===== config.mk =====
export PLATFORM = sky130hd
export DESIGN_NAME = dhcp_lease_table_unit
export DESIGN_NICKNAME = d
export VERILOG_FILES = /design/src/dlt_pkg.sv /design/src/dlt_ram.sv /design/src/dlt_seq.sv /design/src/dhcp_lease_table_unit.sv
export SDC_FILE = /design/constraint.sdc
export NUM_CORES = 1
export LEC_CHECK = 0
export ABC_AREA = 1
export BUFFER_PORTS_ARGS = -buffer_cell sky130_fd_sc_hd__buf_2
export CORE_ASPECT_RATIO = 1.5
export CORE_MARGIN = 3
export CORE_UTILIZATION = 56
export CTS_BUF_LIST = sky130_fd_sc_hd__clkbuf_4
export CTS_CLUSTER_DIAMETER = 50
export CTS_CLUSTER_SIZE = 24
export DETAILED_ROUTE_END_ITERATION = 7
export GPL_TIMING_DRIVEN = 0
export HOLD_SLACK_MARGIN = 0.02
export PLACE_DENSITY = 0.73
export SLEW_MARGIN = 20
export SYNTH_ARGS = -nofsm -noshare
export SYNTH_HDL_FRONTEND = slang
export SYNTH_SLANG_ARGS = --single-unit

===== constraint.sdc =====
create_clock -name clk -period 9.42 [get_ports clk]
set_input_delay 0.942 -clock clk [delete_from_list [all_inputs] [get_ports clk]]
set_output_delay 0.942 -clock clk [all_outputs]
set_load 0.005 [all_outputs]

===== src/dlt_pkg.sv =====
`timescale 1ns / 1ps
// Package for the DHCP lease table: sizes, register reset values, codes and shared types.
// Used by dlt_seq and dhcp_lease_table_unit in src; has no dependencies of its own.
package dlt_pkg;

    // Table geometry.
    localparam int SLOTS  = 8;
    localparam int SLOT_W = (SLOTS > 1) ? $clog2(SLOTS) : 1;

    // Field widths.
    localparam int MAC_W   = 48;
    localparam int IP_W    = 32;
    localparam int LEASE_W = 24;
    localparam int CD_W    = 25;
    localparam int ACT_W   = 2;
    localparam int KIND_W  = 2;
    localparam int SLOTO_W = 3;
    localparam int CFG_W   = 32;

    // Configuration register reset values and fixed lease margin.
    localparam logic [IP_W-1:0]    SERVER_ADDRESS_RST = 32'hC0A8_5101;
    localparam logic [LEASE_W-1:0] LEASE_SECONDS_RST  = 24'd1800;
    localparam logic [CD_W-1:0]    LEASE_MARGIN       = 25'd300;

    localparam logic [MAC_W-1:0] MAC_ALL_ONES = '1;

    // Configuration register indexes.
    localparam logic CFG_SERVER_ADDRESS = 1'b0;
    localparam logic CFG_LEASE_SECONDS  = 1'b1;

    // Input actions.
    localparam logic [ACT_W-1:0] ACT_DISCOVER = 2'd0;
    localparam logic [ACT_W-1:0] ACT_REQUEST  = 2'd1;
    localparam logic [ACT_W-1:0] ACT_TICK     = 2'd2;

    typedef enum logic [KIND_W-1:0] {
        REPLY_NONE  = 2'd0,
        REPLY_OFFER = 2'd1,
        REPLY_ACK   = 2'd2,
        REPLY_NAK   = 2'd3
    } reply_kind_t;

    typedef enum logic [2:0] {
        ST_IDLE,
        ST_LOOK_RD,
        ST_LOOK_CMP,
        ST_DECIDE,
        ST_TICK_RD,
        ST_TICK_CMP,
        ST_REPLY
    } seq_state_t;

    // One entry of the lookup memory.
    typedef struct packed {
        logic [MAC_W-1:0] mac;
        logic [IP_W-1:0]  addr;
    } lk_entry_t;

    typedef struct packed {
        logic              we;
        logic [SLOT_W-1:0] addr;
        lk_entry_t         wdata;
    } lk_req_t;

    typedef struct packed {
        logic              we;
        logic [SLOT_W-1:0] addr;
        logic [CD_W-1:0]   wdata;
    } cd_req_t;

    typedef struct packed {
        reply_kind_t        kind;
        logic [IP_W-1:0]    addr;
        logic [SLOTO_W-1:0] slot;
    } result_t;

endpackage


===== src/dlt_ram.sv =====
`timescale 1ns / 1ps
// Generic single-port synchronous RAM with a registered read, read-before-write.
// No dependencies.
module dlt_ram #(
    parameter int WIDTH = 8,
    parameter int DEPTH = 8
) (
    input  logic                                        clk,
    input  logic                                        we,
    input  logic [((DEPTH > 1) ? $clog2(DEPTH) : 1)-1:0] addr,
    input  logic [WIDTH-1:0]                            wdata,
    output logic [WIDTH-1:0]                            rdata
);

    logic [WIDTH-1:0] mem_reg [DEPTH];
    logic [WIDTH-1:0] rdata_reg;

    always_ff @(posedge clk)
    begin
        if (we)
        begin
            mem_reg[addr] <= wdata;
        end
        rdata_reg <= mem_reg[addr];
    end

    assign rdata = rdata_reg;

endmodule


===== src/dlt_seq.sv =====
`timescale 1ns / 1ps
// Sequencer of the lease table: walks the slots through the two memories, keeps the
// valid and written bits, and forms one result per item. Depends on dlt_pkg.
module dlt_seq (
    input  logic                         clk,
    input  logic                         rst_n,
    input  logic                         in_valid,
    output logic                         in_ready,
    input  logic [dlt_pkg::ACT_W-1:0]    action,
    input  logic [dlt_pkg::MAC_W-1:0]    client_mac,
    input  logic [dlt_pkg::IP_W-1:0]     requested_address,
    input  logic                         sid_present,
    input  logic [dlt_pkg::IP_W-1:0]     sid_address,
    input  logic [dlt_pkg::IP_W-1:0]     server_address,
    input  logic [dlt_pkg::LEASE_W-1:0]  lease_seconds,
    output dlt_pkg::lk_req_t             lk_req,
    input  dlt_pkg::lk_entry_t           lk_rdata,
    output dlt_pkg::cd_req_t             cd_req,
    input  logic [dlt_pkg::CD_W-1:0]     cd_rdata,
    output logic                         res_valid,
    output dlt_pkg::result_t             res,
    input  logic                         res_take
);

    dlt_pkg::seq_state_t              state_reg, state_next;
    logic [dlt_pkg::SLOT_W-1:0]       idx_reg, idx_next;
    logic [dlt_pkg::ACT_W-1:0]        act_reg, act_next;
    logic [dlt_pkg::MAC_W-1:0]        mac_reg, mac_next;
    logic [dlt_pkg::IP_W-1:0]         req_reg, req_next;
    logic                             found_reg, found_next;
    logic [dlt_pkg::SLOT_W-1:0]       found_slot_reg, found_slot_next;
    logic [dlt_pkg::IP_W-1:0]         found_addr_reg, found_addr_next;
    logic                             free_found_reg, free_found_next;
    logic [dlt_pkg::SLOT_W-1:0]       free_slot_reg, free_slot_next;
    logic [dlt_pkg::SLOTS-1:0]        valid_reg, valid_next;
    logic [dlt_pkg::SLOTS-1:0]        written_reg, written_next;
    dlt_pkg::result_t                 res_reg, res_next;

    dlt_pkg::lk_entry_t               lk_entry;
    logic                             last_slot;
    logic                             pick_ok;
    logic [dlt_pkg::SLOT_W-1:0]       pick_slot;
    logic [dlt_pkg::IP_W-1:0]         pick_addr;

    always_ff @(posedge clk or negedge rst_n)
    begin
        if (!rst_n)
        begin
            state_reg   <= dlt_pkg::ST_IDLE;
            valid_reg   <= '0;
            written_reg <= '0;
        end
        else
        begin
            state_reg   <= state_next;
            valid_reg   <= valid_next;
            written_reg <= written_next;
        end
    end

    always_ff @(posedge clk)
    begin
        idx_reg        <= idx_next;
        act_reg        <= act_next;
        mac_reg        <= mac_next;
        req_reg        <= req_next;
        found_reg      <= found_next;
        found_slot_reg <= found_slot_next;
        found_addr_reg <= found_addr_next;
        free_found_reg <= free_found_next;
        free_slot_reg  <= free_slot_next;
        res_reg        <= res_next;
    end

    // A slot never written reads as all zero.
    assign lk_entry  = written_reg[idx_reg] ? lk_rdata : '0;
    assign last_slot = (idx_reg == dlt_pkg::SLOT_W'(dlt_pkg::SLOTS - 1));

    assign pick_ok   = found_reg || free_found_reg;
    assign pick_slot = found_reg ? found_slot_reg : free_slot_reg;
    assign pick_addr = found_reg ? found_addr_reg
                     : server_address + dlt_pkg::IP_W'(free_slot_reg) + dlt_pkg::IP_W'(1);

    assign in_ready  = (state_reg == dlt_pkg::ST_IDLE);
    assign res_valid = (state_reg == dlt_pkg::ST_REPLY);
    assign res       = res_reg;

    always_comb
    begin
        state_next      = state_reg;
        idx_next        = idx_reg;
        act_next        = act_reg;
        mac_next        = mac_reg;
        req_next        = req_reg;
        found_next      = found_reg;
        found_slot_next = found_slot_reg;
        found_addr_next = found_addr_reg;
        free_found_next = free_found_reg;
        free_slot_next  = free_slot_reg;
        valid_next      = valid_reg;
        written_next    = written_reg;
        res_next        = res_reg;

        lk_req.we       = 1'b0;
        lk_req.addr     = idx_reg;
        lk_req.wdata    = lk_entry;
        cd_req.we       = 1'b0;
        cd_req.addr     = idx_reg;
        cd_req.wdata    = cd_rdata;

        case (state_reg)
            dlt_pkg::ST_IDLE:
            begin
                if (in_valid)
                begin
                    act_next        = action;
                    mac_next        = client_mac;
                    req_next        = requested_address;
                    idx_next        = '0;
                    found_next      = 1'b0;
                    free_found_next = 1'b0;
                    res_next        = '0;
                    if (action == dlt_pkg::ACT_DISCOVER)
                    begin
                        if (client_mac == '0 || client_mac == dlt_pkg::MAC_ALL_ONES)
                        begin
                            state_next = dlt_pkg::ST_REPLY;
                        end
                        else
                        begin
                            state_next = dlt_pkg::ST_LOOK_RD;
                        end
                    end
                    else if (action == dlt_pkg::ACT_REQUEST)
                    begin
                        if (sid_present && sid_address != server_address)
                        begin
                            state_next = dlt_pkg::ST_REPLY;
                        end
                        else
                        begin
                            state_next = dlt_pkg::ST_LOOK_RD;
                        end
                    end
                    else if (action == dlt_pkg::ACT_TICK)
                    begin
                        state_next = dlt_pkg::ST_TICK_RD;
                    end
                    else
                    begin
                        state_next = dlt_pkg::ST_REPLY;
                    end
                end
            end

            dlt_pkg::ST_LOOK_RD:
            begin
                state_next = dlt_pkg::ST_LOOK_CMP;
            end

            dlt_pkg::ST_LOOK_CMP:
            begin
                // The first slot with a clear valid bit is noted on the way past.
                if (!valid_reg[idx_reg] && !free_found_reg)
                begin
                    free_found_next = 1'b1;
                    free_slot_next  = idx_reg;
                end
                if (lk_entry.mac == mac_reg)
                begin
                    found_next      = 1'b1;
                    found_slot_next = idx_reg;
                    found_addr_next = lk_entry.addr;
                    state_next      = dlt_pkg::ST_DECIDE;
                end
                else if (last_slot)
                begin
                    state_next = dlt_pkg::ST_DECIDE;
                end
                else
                begin
                    idx_next   = idx_reg + dlt_pkg::SLOT_W'(1);
                    state_next = dlt_pkg::ST_LOOK_RD;
                end
            end

            dlt_pkg::ST_DECIDE:
            begin
                state_next   = dlt_pkg::ST_REPLY;
                lk_req.addr  = pick_slot;
                cd_req.addr  = pick_slot;
                lk_req.wdata = '{mac: mac_reg, addr: pick_addr};
                cd_req.wdata = dlt_pkg::CD_W'(lease_seconds) + dlt_pkg::LEASE_MARGIN;
                if (pick_ok)
                begin
                    res_next.addr = pick_addr;
                    res_next.slot = dlt_pkg::SLOTO_W'(pick_slot);
                    if (act_reg == dlt_pkg::ACT_DISCOVER)
                    begin
                        res_next.kind = dlt_pkg::REPLY_OFFER;
                    end
                    else if (req_reg != pick_addr)
                    begin
                        res_next.kind = dlt_pkg::REPLY_NAK;
                    end
                    else
                    begin
                        res_next.kind           = dlt_pkg::REPLY_ACK;
                        lk_req.we               = 1'b1;
                        cd_req.we               = 1'b1;
                        valid_next[pick_slot]   = 1'b1;
                        written_next[pick_slot] = 1'b1;
                    end
                end
            end

            dlt_pkg::ST_TICK_RD:
            begin
                state_next = dlt_pkg::ST_TICK_CMP;
            end

            dlt_pkg::ST_TICK_CMP:
            begin
                if (valid_reg[idx_reg])
                begin
                    cd_req.we = 1'b1;
                    if (cd_rdata <= dlt_pkg::CD_W'(1))
                    begin
                        cd_req.wdata        = '0;
                        valid_next[idx_reg] = 1'b0;
                    end
                    else
                    begin
                        cd_req.wdata = cd_rdata - dlt_pkg::CD_W'(1);
                    end
                end
                if (last_slot)
                begin
                    state_next = dlt_pkg::ST_REPLY;
                end
                else
                begin
                    idx_next   = idx_reg + dlt_pkg::SLOT_W'(1);
                    state_next = dlt_pkg::ST_TICK_RD;
                end
            end

            dlt_pkg::ST_REPLY:
            begin
                if (res_take)
                begin
                    state_next = dlt_pkg::ST_IDLE;
                end
            end

            default:
            begin
                state_next = dlt_pkg::ST_IDLE;
            end
        endcase
    end

endmodule


===== src/dhcp_lease_table_unit.sv =====
`timescale 1ns / 1ps
// Top level of the DHCP server lease table: configuration registers, output register,
// the slot sequencer and the two table memories. Depends on dlt_pkg, dlt_seq, dlt_ram.
//
//  Channel  | Signals                                              | Moves
//  ---------+------------------------------------------------------+----------------------
//  input    | in_valid/in_ready, action, client_mac,               | one item per transfer
//           | requested_address, sid_present, sid_address          |
//  output   | out_valid/out_ready, reply_kind, client_address,     | one result per item
//           | slot_index                                           |
//  config   | cfg_we, cfg_index, cfg_data                          | one register per write
//
// A discover or request scans the slots in turn (memory read, then compare), stopping at
// the first MAC match, then passes through a decide and a reply state. A tick walks every
// slot through the countdown memory; dropped items go straight to the reply state. A new
// item is taken only once the sequencer is back in its idle state.
// Reset clears the valid and written bits at once, so no clearing pass is needed. A stalled
// output holds the sequencer in its reply state until the output register has room.
module dhcp_lease_table_unit (
    input  logic                          clk,
    input  logic                          rst_n,

    input  logic                          in_valid,
    output logic                          in_ready,
    input  logic [dlt_pkg::ACT_W-1:0]     action,
    input  logic [dlt_pkg::MAC_W-1:0]     client_mac,
    input  logic [dlt_pkg::IP_W-1:0]      requested_address,
    input  logic                          sid_present,
    input  logic [dlt_pkg::IP_W-1:0]      sid_address,

    output logic                          out_valid,
    input  logic                          out_ready,
    output logic [dlt_pkg::KIND_W-1:0]    reply_kind,
    output logic [dlt_pkg::IP_W-1:0]      client_address,
    output logic [dlt_pkg::SLOTO_W-1:0]   slot_index,

    input  logic                          cfg_we,
    input  logic                          cfg_index,
    input  logic [dlt_pkg::CFG_W-1:0]     cfg_data
);

    logic [dlt_pkg::IP_W-1:0]    server_address_reg;
    logic [dlt_pkg::LEASE_W-1:0] lease_seconds_reg;

    logic                        out_valid_reg, out_valid_next;
    dlt_pkg::result_t            out_res_reg;

    dlt_pkg::lk_req_t            lk_req;
    dlt_pkg::lk_entry_t          lk_rdata;
    dlt_pkg::cd_req_t            cd_req;
    logic [dlt_pkg::CD_W-1:0]    cd_rdata;
    logic                        res_valid;
    dlt_pkg::result_t            res;
    logic                        res_take;

    // Configuration writes are to be made only while the block is idle; the block does not enforce it.
    always_ff @(posedge clk or negedge rst_n)
    begin
        if (!rst_n)
        begin
            server_address_reg <= dlt_pkg::SERVER_ADDRESS_RST;
            lease_seconds_reg  <= dlt_pkg::LEASE_SECONDS_RST;
        end
        else if (cfg_we)
        begin
            case (cfg_index)
                dlt_pkg::CFG_SERVER_ADDRESS:
                begin
                    server_address_reg <= cfg_data[dlt_pkg::IP_W-1:0];
                end
                dlt_pkg::CFG_LEASE_SECONDS:
                begin
                    lease_seconds_reg <= cfg_data[dlt_pkg::LEASE_W-1:0];
                end
                default:
                begin
                    server_address_reg <= server_address_reg;
                end
            endcase
        end
    end

    // The result moves into the output register whenever that register is empty or is
    // being emptied in the same cycle.
    assign res_take = res_valid && (!out_valid_reg || out_ready);

    always_comb
    begin
        out_valid_next = out_valid_reg;
        if (res_take)
        begin
            out_valid_next = 1'b1;
        end
        else if (out_ready)
        begin
            out_valid_next = 1'b0;
        end
    end

    always_ff @(posedge clk or negedge rst_n)
    begin
        if (!rst_n)
        begin
            out_valid_reg <= 1'b0;
        end
        else
        begin
            out_valid_reg <= out_valid_next;
        end
    end

    always_ff @(posedge clk)
    begin
        if (res_take)
        begin
            out_res_reg <= res;
        end
    end

    assign out_valid      = out_valid_reg;
    assign reply_kind     = out_res_reg.kind;
    assign client_address = out_res_reg.addr;
    assign slot_index     = out_res_reg.slot;

    dlt_seq u_seq (
        .clk               (clk),
        .rst_n             (rst_n),
        .in_valid          (in_valid),
        .in_ready          (in_ready),
        .action            (action),
        .client_mac        (client_mac),
        .requested_address (requested_address),
        .sid_present       (sid_present),
        .sid_address       (sid_address),
        .server_address    (server_address_reg),
        .lease_seconds     (lease_seconds_reg),
        .lk_req            (lk_req),
        .lk_rdata          (lk_rdata),
        .cd_req            (cd_req),
        .cd_rdata          (cd_rdata),
        .res_valid         (res_valid),
        .res               (res),
        .res_take          (res_take)
    );

    // MAC and address of each slot.
    dlt_ram #(
        .WIDTH ($bits(dlt_pkg::lk_entry_t)),
        .DEPTH (dlt_pkg::SLOTS)
    ) u_lookup_ram (
        .clk   (clk),
        .we    (lk_req.we),
        .addr  (lk_req.addr),
        .wdata (lk_req.wdata),
        .rdata (lk_rdata)
    );

    // Remaining lease ticks of each slot.
    dlt_ram #(
        .WIDTH (dlt_pkg::CD_W),
        .DEPTH (dlt_pkg::SLOTS)
    ) u_countdown_ram (
        .clk   (clk),
        .we    (cd_req.we),
        .addr  (cd_req.addr),
        .wdata (cd_req.wdata),
        .rdata (cd_rdata)
    );

endmodule


# After elaboration in Yosys (flattened, before gate mapping)
# Memories as Yosys holds them, arrays and structs flattened. A register that Yosys moved wholly into a read port is not among the register bits.
# Index checks and enable logic that the tools add are counted.
# totals
regBits	275
ram_bits	840
input_bits	153
elab_cells	153
mem_count	2
# op_classes
add_sub_neg	5
magnitude_cmp	5
eq_ne	23
mux	58
n_bitwise	7
n_reduce_logical	32
# memory_table
name	depth	word_bits	read_ports	rd_clocked_by_memory_dff	wr	line	rtl
u_lookup_ram.mem_reg	8	80	1	1	1	dlt_ram.sv:15	logic [WIDTH-1:0] mem_reg [DEPTH];
u_countdown_ram.mem_reg	8	25	1	1	1	dlt_ram.sv:15	
# ops
op	count
$mux 84	1
$mux 80	1
$mux 37	2
$pmux 37 s2	1
$ne 32x32->1	2
$mux 25	2
$pmux 25 s2	1
$eq 48x48->1	1
$eq 48x48->1 const B	1
$logic_not 48->1	1
$mux 8	5
$mux 3	12
$add 32x1->32 const B	1
$add 32x3->32	1
$mux 32	1
$add 24x9->25 const B	1
$le 25x1->1 const B	1
$sub 25x1->25 const B	1
$pmux 3 s7	1
$mux 1	18
$or 8x8->8	2
$pmux 8 s2	1
$eq 3x3->1 const B	4
$ne 2x1->1 const B	6
other kinds (27)	62

# Logic depth before layout (Yosys ltp)
# depth
word_depth	10
depth_mapped	22
ltp_nobuf	22

# By module
# Synthesis repeated with hierarchy kept, for this count alone.
# hier_totals
cells_unflattened	5671
hier_area_um2	54252.0
# by_module_without_submodules
mod	instances	cells_each	area_per_inst_um2
dlt_ram (u_lookup_ram)	1	2689	28604.9
dlt_seq	1	1846	13296.5
dlt_ram (u_countdown_ram)	1	849	8963.6
dhcp_lease_table_unit	1	287	3387.0

# Least setup slack after synthesis
# Ideal clock, no wire load.
# synth_path
path_kind	in2reg
startpoint	input port in_valid
endpoint	register u_seq.res_reg, in the netlist u_seq.res[0], enable pin
arrival_time_ns	6.291
t_required_ns	8.937
setup_slack_ns	2.646
cell_stages	4
path_buffers	0
cell_sequence	inv_1 > nor2_1 > inv_1 > o21ai_0
# synth_via
elab_chain_len	2
# synth_lines
item	line	rtl
start: declaration	dhcp_lease_table_unit.sv:23	input logic in_valid,
$ne 2x2->1 (no line)	-	
$reduce_and 3->1 (no line)	-	
end signal: assignment	dlt_seq.sv:72	res_reg <= res_next;
end: declaration	dlt_seq.sv:37	dlt_pkg::result_t res_reg, res_next;
# Every way passes these cells.
# A chain may end at the register's enable or synchronous reset.

# Worst setup path in the final report
# layout_path
startpoint	register server_address_reg[0] (netlist bit)
endpoint	memory u_lookup_ram.mem_reg[5][37] (netlist bit), enable pin
# layout_via
elab_chain_len	10
# layout_lines
item	line	rtl
start: declaration	dhcp_lease_table_unit.sv:42	logic [dlt_pkg::IP_W-1:0] server_address_reg;
start signal: assignment	dhcp_lease_table_unit.sv:61	server_address_reg <= dlt_pkg::SERVER_ADDRESS_RST;
start signal: assignment	dhcp_lease_table_unit.sv:69	server_address_reg <= cfg_data[dlt_pkg::IP_W-1:0];
start signal: assignment	dhcp_lease_table_unit.sv:77	server_address_reg <= server_address_reg;
$add 32x3->32	dlt_seq.sv:82	: server_address + dlt_pkg::IP_W'(free_slot_reg) + dlt_pkg::IP_W'(1);
$add 32x1->32	dlt_seq.sv:82	
$mux 32	dlt_seq.sv:81	assign pick_addr = found_reg ? found_addr_reg
$ne 32x32->1	dlt_seq.sv:202	else if (req_reg != pick_addr)
$mux 1	dlt_seq.sv:202	
$mux 1	dlt_seq.sv:198	if (act_reg == dlt_pkg::ACT_DISCOVER)
$mux 1	dlt_seq.sv:194	if (pick_ok)
$mux 84	dlt_seq.sv:111	case (state_reg)
$mux 1	dlt_ram.sv:20	if (we)
$mux 1 (implied by the code)	dlt_ram.sv:22	mem_reg[addr] <= wdata;
end: declaration	dlt_ram.sv:15	
# Every way passes these cells.

==> flow_summary_export.csv <==
group,metric,value,unit
placement,hpwlAfterDp,102000,um
floorplan,ios,192,
global_routing,grt_overflow_total,0,
floorplan,fp-row-count,131,
floorplan,dieArea,90500,um2
timing,maxClockFrequency,0.160,GHz
timing,fin_skew,0.122,ns
worst_setup_path,crit_required,10.14,ns
cells_and_area,area_growth,11.2,%
pwr,peakVddDrop,0.214,mV
yosys,synth_commonest_cells,"edfxtp_1 (1039), nand2_1 (861), inv_1 (351), o21ai_0 (284), nor2_1 (247)",
floorplan,initial_core_util,0.568,
timing,layout_setup_ws,3.17,ns
yosys,synth-edff-count,1039,
route,routed_wl,142000,um
cells_and_area,final_layout_size_suffix_gt1_frac,0.134,
worst_hold_path,hold_class,"primary input to flop",
pwr,p_per_area,254,nW/um2
clock_network,clk_latency,1.07,ns
timing,finalCritPeriodShare,0.663,
timing,rsz0062_at_grt,"no",
clock_network,clock_path_buffers,3,
cells_and_area,largest_reg_flops,640,
clock_network,cts-buffers-inserted,76,
route,antenna_left,0,
yosys,ys_ff_latch,1220,
route,viasPerCell,5.98,
clock_network,numClockSinks,1220,
route,drc_errors,0,
worst_setup_path,cp.arrival,6.97,ns
floorplan,core_region_area,85600,um2
pwr,p_leak,19.7,nW
floorplan,fp.dieH,367,um
worst_setup_path,path_max_fanout,16,
yosys,netlist_instances,3920,
route,wl_per_cell,25.9,um
timing,slew_headroom,0.151,
floorplan,die_x,247,um
yosys,netlist_area,48600,um2
timing,hold_violations,0,
yosys,synth_top_area_frac,0.642,
global_routing,grt_pass1_vias,31845,
worst_setup_path,path_class,"flop to flop",
placement,portBuffers,191,
timing,period_needed,6.25,ns
timing,tightest_slew,1.26,ns
clock_network,cts_root_buffer,"clkbuf_4",
yosys,yosysMostFrequentCell,"edfxtp_1",
global_routing,grt_first_pass_wirelength,204000,um
yosys,synth_cell_types,64,
cells_and_area,layout.cells.non_filler,5470,
placement,place_ws,3.31,ns
yosys,yosysWarnings,0,
yosys,ys.flop_type,"edfxtp_1",
route,vias,32708,
route,firstDrtPassIters,8,
yosys,synth_seq_area_share,0.724,
yosys,async_flop_share,0.0623,
clock_network,path_clk_slew,0.23,ns
placement,place_congestion,0.950,
clock_network,cts_tree,"done",
status,status,"completed",
yosys,synth_area_leaders,"edfxtp_1 (64%), nand2_1 (6.6%), dfxtp_1 (4.3%), dfrtp_1 (3.2%), a221oi_1 (3.1%)",
yosys,syn_nets,4082,
clock_network,h-tree-depth,3,
global_routing,track_usage,0.312,
worst_setup_path,start_kind,"flop",
placement,placed_cells,5290,
route,drt_iter0_markers,3418,
timing,setup_viol,0,
worst_setup_path,critPathCaptureType,"flop",
cells_and_area,layout.nets,4435,
global_routing,grt_max_degree,57,
cells_and_area,final_core_utilization,0.632,
clock_network,postCtsSetupRepairBufs,0,
yosys,avgSynthCellArea,12.4,um2
run,cap_violations,0,
timing,slew_viol_final,0,
global_routing,antenna_found_initial,5,
yosys,yosysTopAreaCell,"edfxtp_1",
layout by cell type, fill, tap and decap left out, types with 11 or more instances in the layout:
cell type / n
a21oi_1: 24
a221oi_1: 172
a22o_1: 67
a22oi_1: 24
buf_12: 18
buf_16: 31
buf_2: 259
clkbuf_1: 68
clkbuf_4: 88
dfrtp_1: 63
dfstp_2: 13
dfxtp_1: 105
dlygate4sd3_1: 35
edfxtp_1: 1039
inv_1: 350
inv_2: 13
nand2_1: 861
nand3_1: 146
nand3b_1: 14
nand4_1: 87
nor2_1: 237
nor2_2: 12
nor2_4: 12
nor3_1: 20
nor4_1: 18
o211ai_1: 11
o21ai_0: 277
o21ai_1: 11
or2_2: 38
xnor2_1: 28
xor2_1: 43
cells by family (layout without fill, tap and decap cells):
logic type      count (synthesis)  in the layout  synth area share
flops                        1220           1220             0.724
buf+inv                       515            932            0.0418
fa+ha+maj                       9              9           0.00247
xor+xnor                       71             71            0.0128
simple gates                 1469           1469             0.129
other cells                     0              3                 0
compound gates                636            636            0.0892
per-stage QoR:
step                 TNS, ns  total power, mW  hold slack (ns)  instance area (um2)
finish                     0             13.7           0.0908                54100
global route               0             14.3           0.0505                54100
CTS                        0             13.6           0.0203                54100
detailed placement         0             11.2            0.405                52400
global placement    -1180.55             11.1            0.402                51000
floorplan                  0             9.37            0.400                48600
layer usage:
layer	up-vias	track usage	share of wire	routed length, um
met3	482	0.0413	0.081	11500
li1	14730	-	-	-
met1	15601	0.370	0.35	49100
met2	1893	0.524	0.49	69400
met4	2	0.224	0.082	11700
met5	-	0	0.000078	11
critical path, cell delays in order, from the launching register on:
cell	delay [ns]
dfstp_2	0.65
inv_1	0.11
ha_1	0.23
fa_1	0.38
inv_1	0.11
nand3_1	0.11
nand2_2	0.16
nand2_1	0.13
nor2_2	0.21
xor2_1	0.37
nand2_1	0.26
nand3b_1	0.17
o21ai_0	0.09
inv_1	0.06
nand4_1	0.17
nor2_1	0.18
nand4_1	0.91
nor2_4	1.01
buf_16	0.25
buf_16	0.17
buf_16	0.16
cell type report:
class,count,area [um2]
diodes,3,7.51
plain buffers,150,663
clock buffers,88,661
clock inverters,54,702
fillers,6427,31500
inverters,365,1370
multi-input cells,2185,11500
flip-flops and latches,1220,35200
well taps,1130,1410
repair buffers,275,2520
final timing paths:
check | cells past startpoint | to | start | slack, ns
setup / recovery | 20 | u_lookup_ram.mem_reg[5][37] | server_address_reg[0] | 3.17
hold / removal | 1 | u_seq.mac_reg[33] | client_mac[33] | 0.09
setup reg to reg | 20 | u_lookup_ram.mem_reg[5][37] | server_address_reg[0] | 3.17
hold reg to reg | 2 | u_lookup_ram.rdata[77] | u_lookup_ram.mem_reg[4][77] | 0.41
max in group asynchronous | 3 | server_address_reg[14] | rst_n | 8.44
min in group asynchronous | 2 | server_address_reg[26] | rst_n | 0.33
power breakdown:
| part | switching [mW] | total [mW] | internal, mW |
|---|---|---|---|
| Sequential | 0.345 | 7.02 | 6.68 |
| Clock | 1.76 | 2.51 | 0.745 |
| Combinational | 3.03 | 4.19 | 1.16 |
| Total | 5.14 | 13.7 | 8.58 |
repair_timing:
item / in CTS / in global routing
endpoints found under the hold margin: 51 / 0
hold buffers: 35 / 0
gates resized for setup: 0 / 0
No activity file was read; power rests on OpenSTA's default activity.
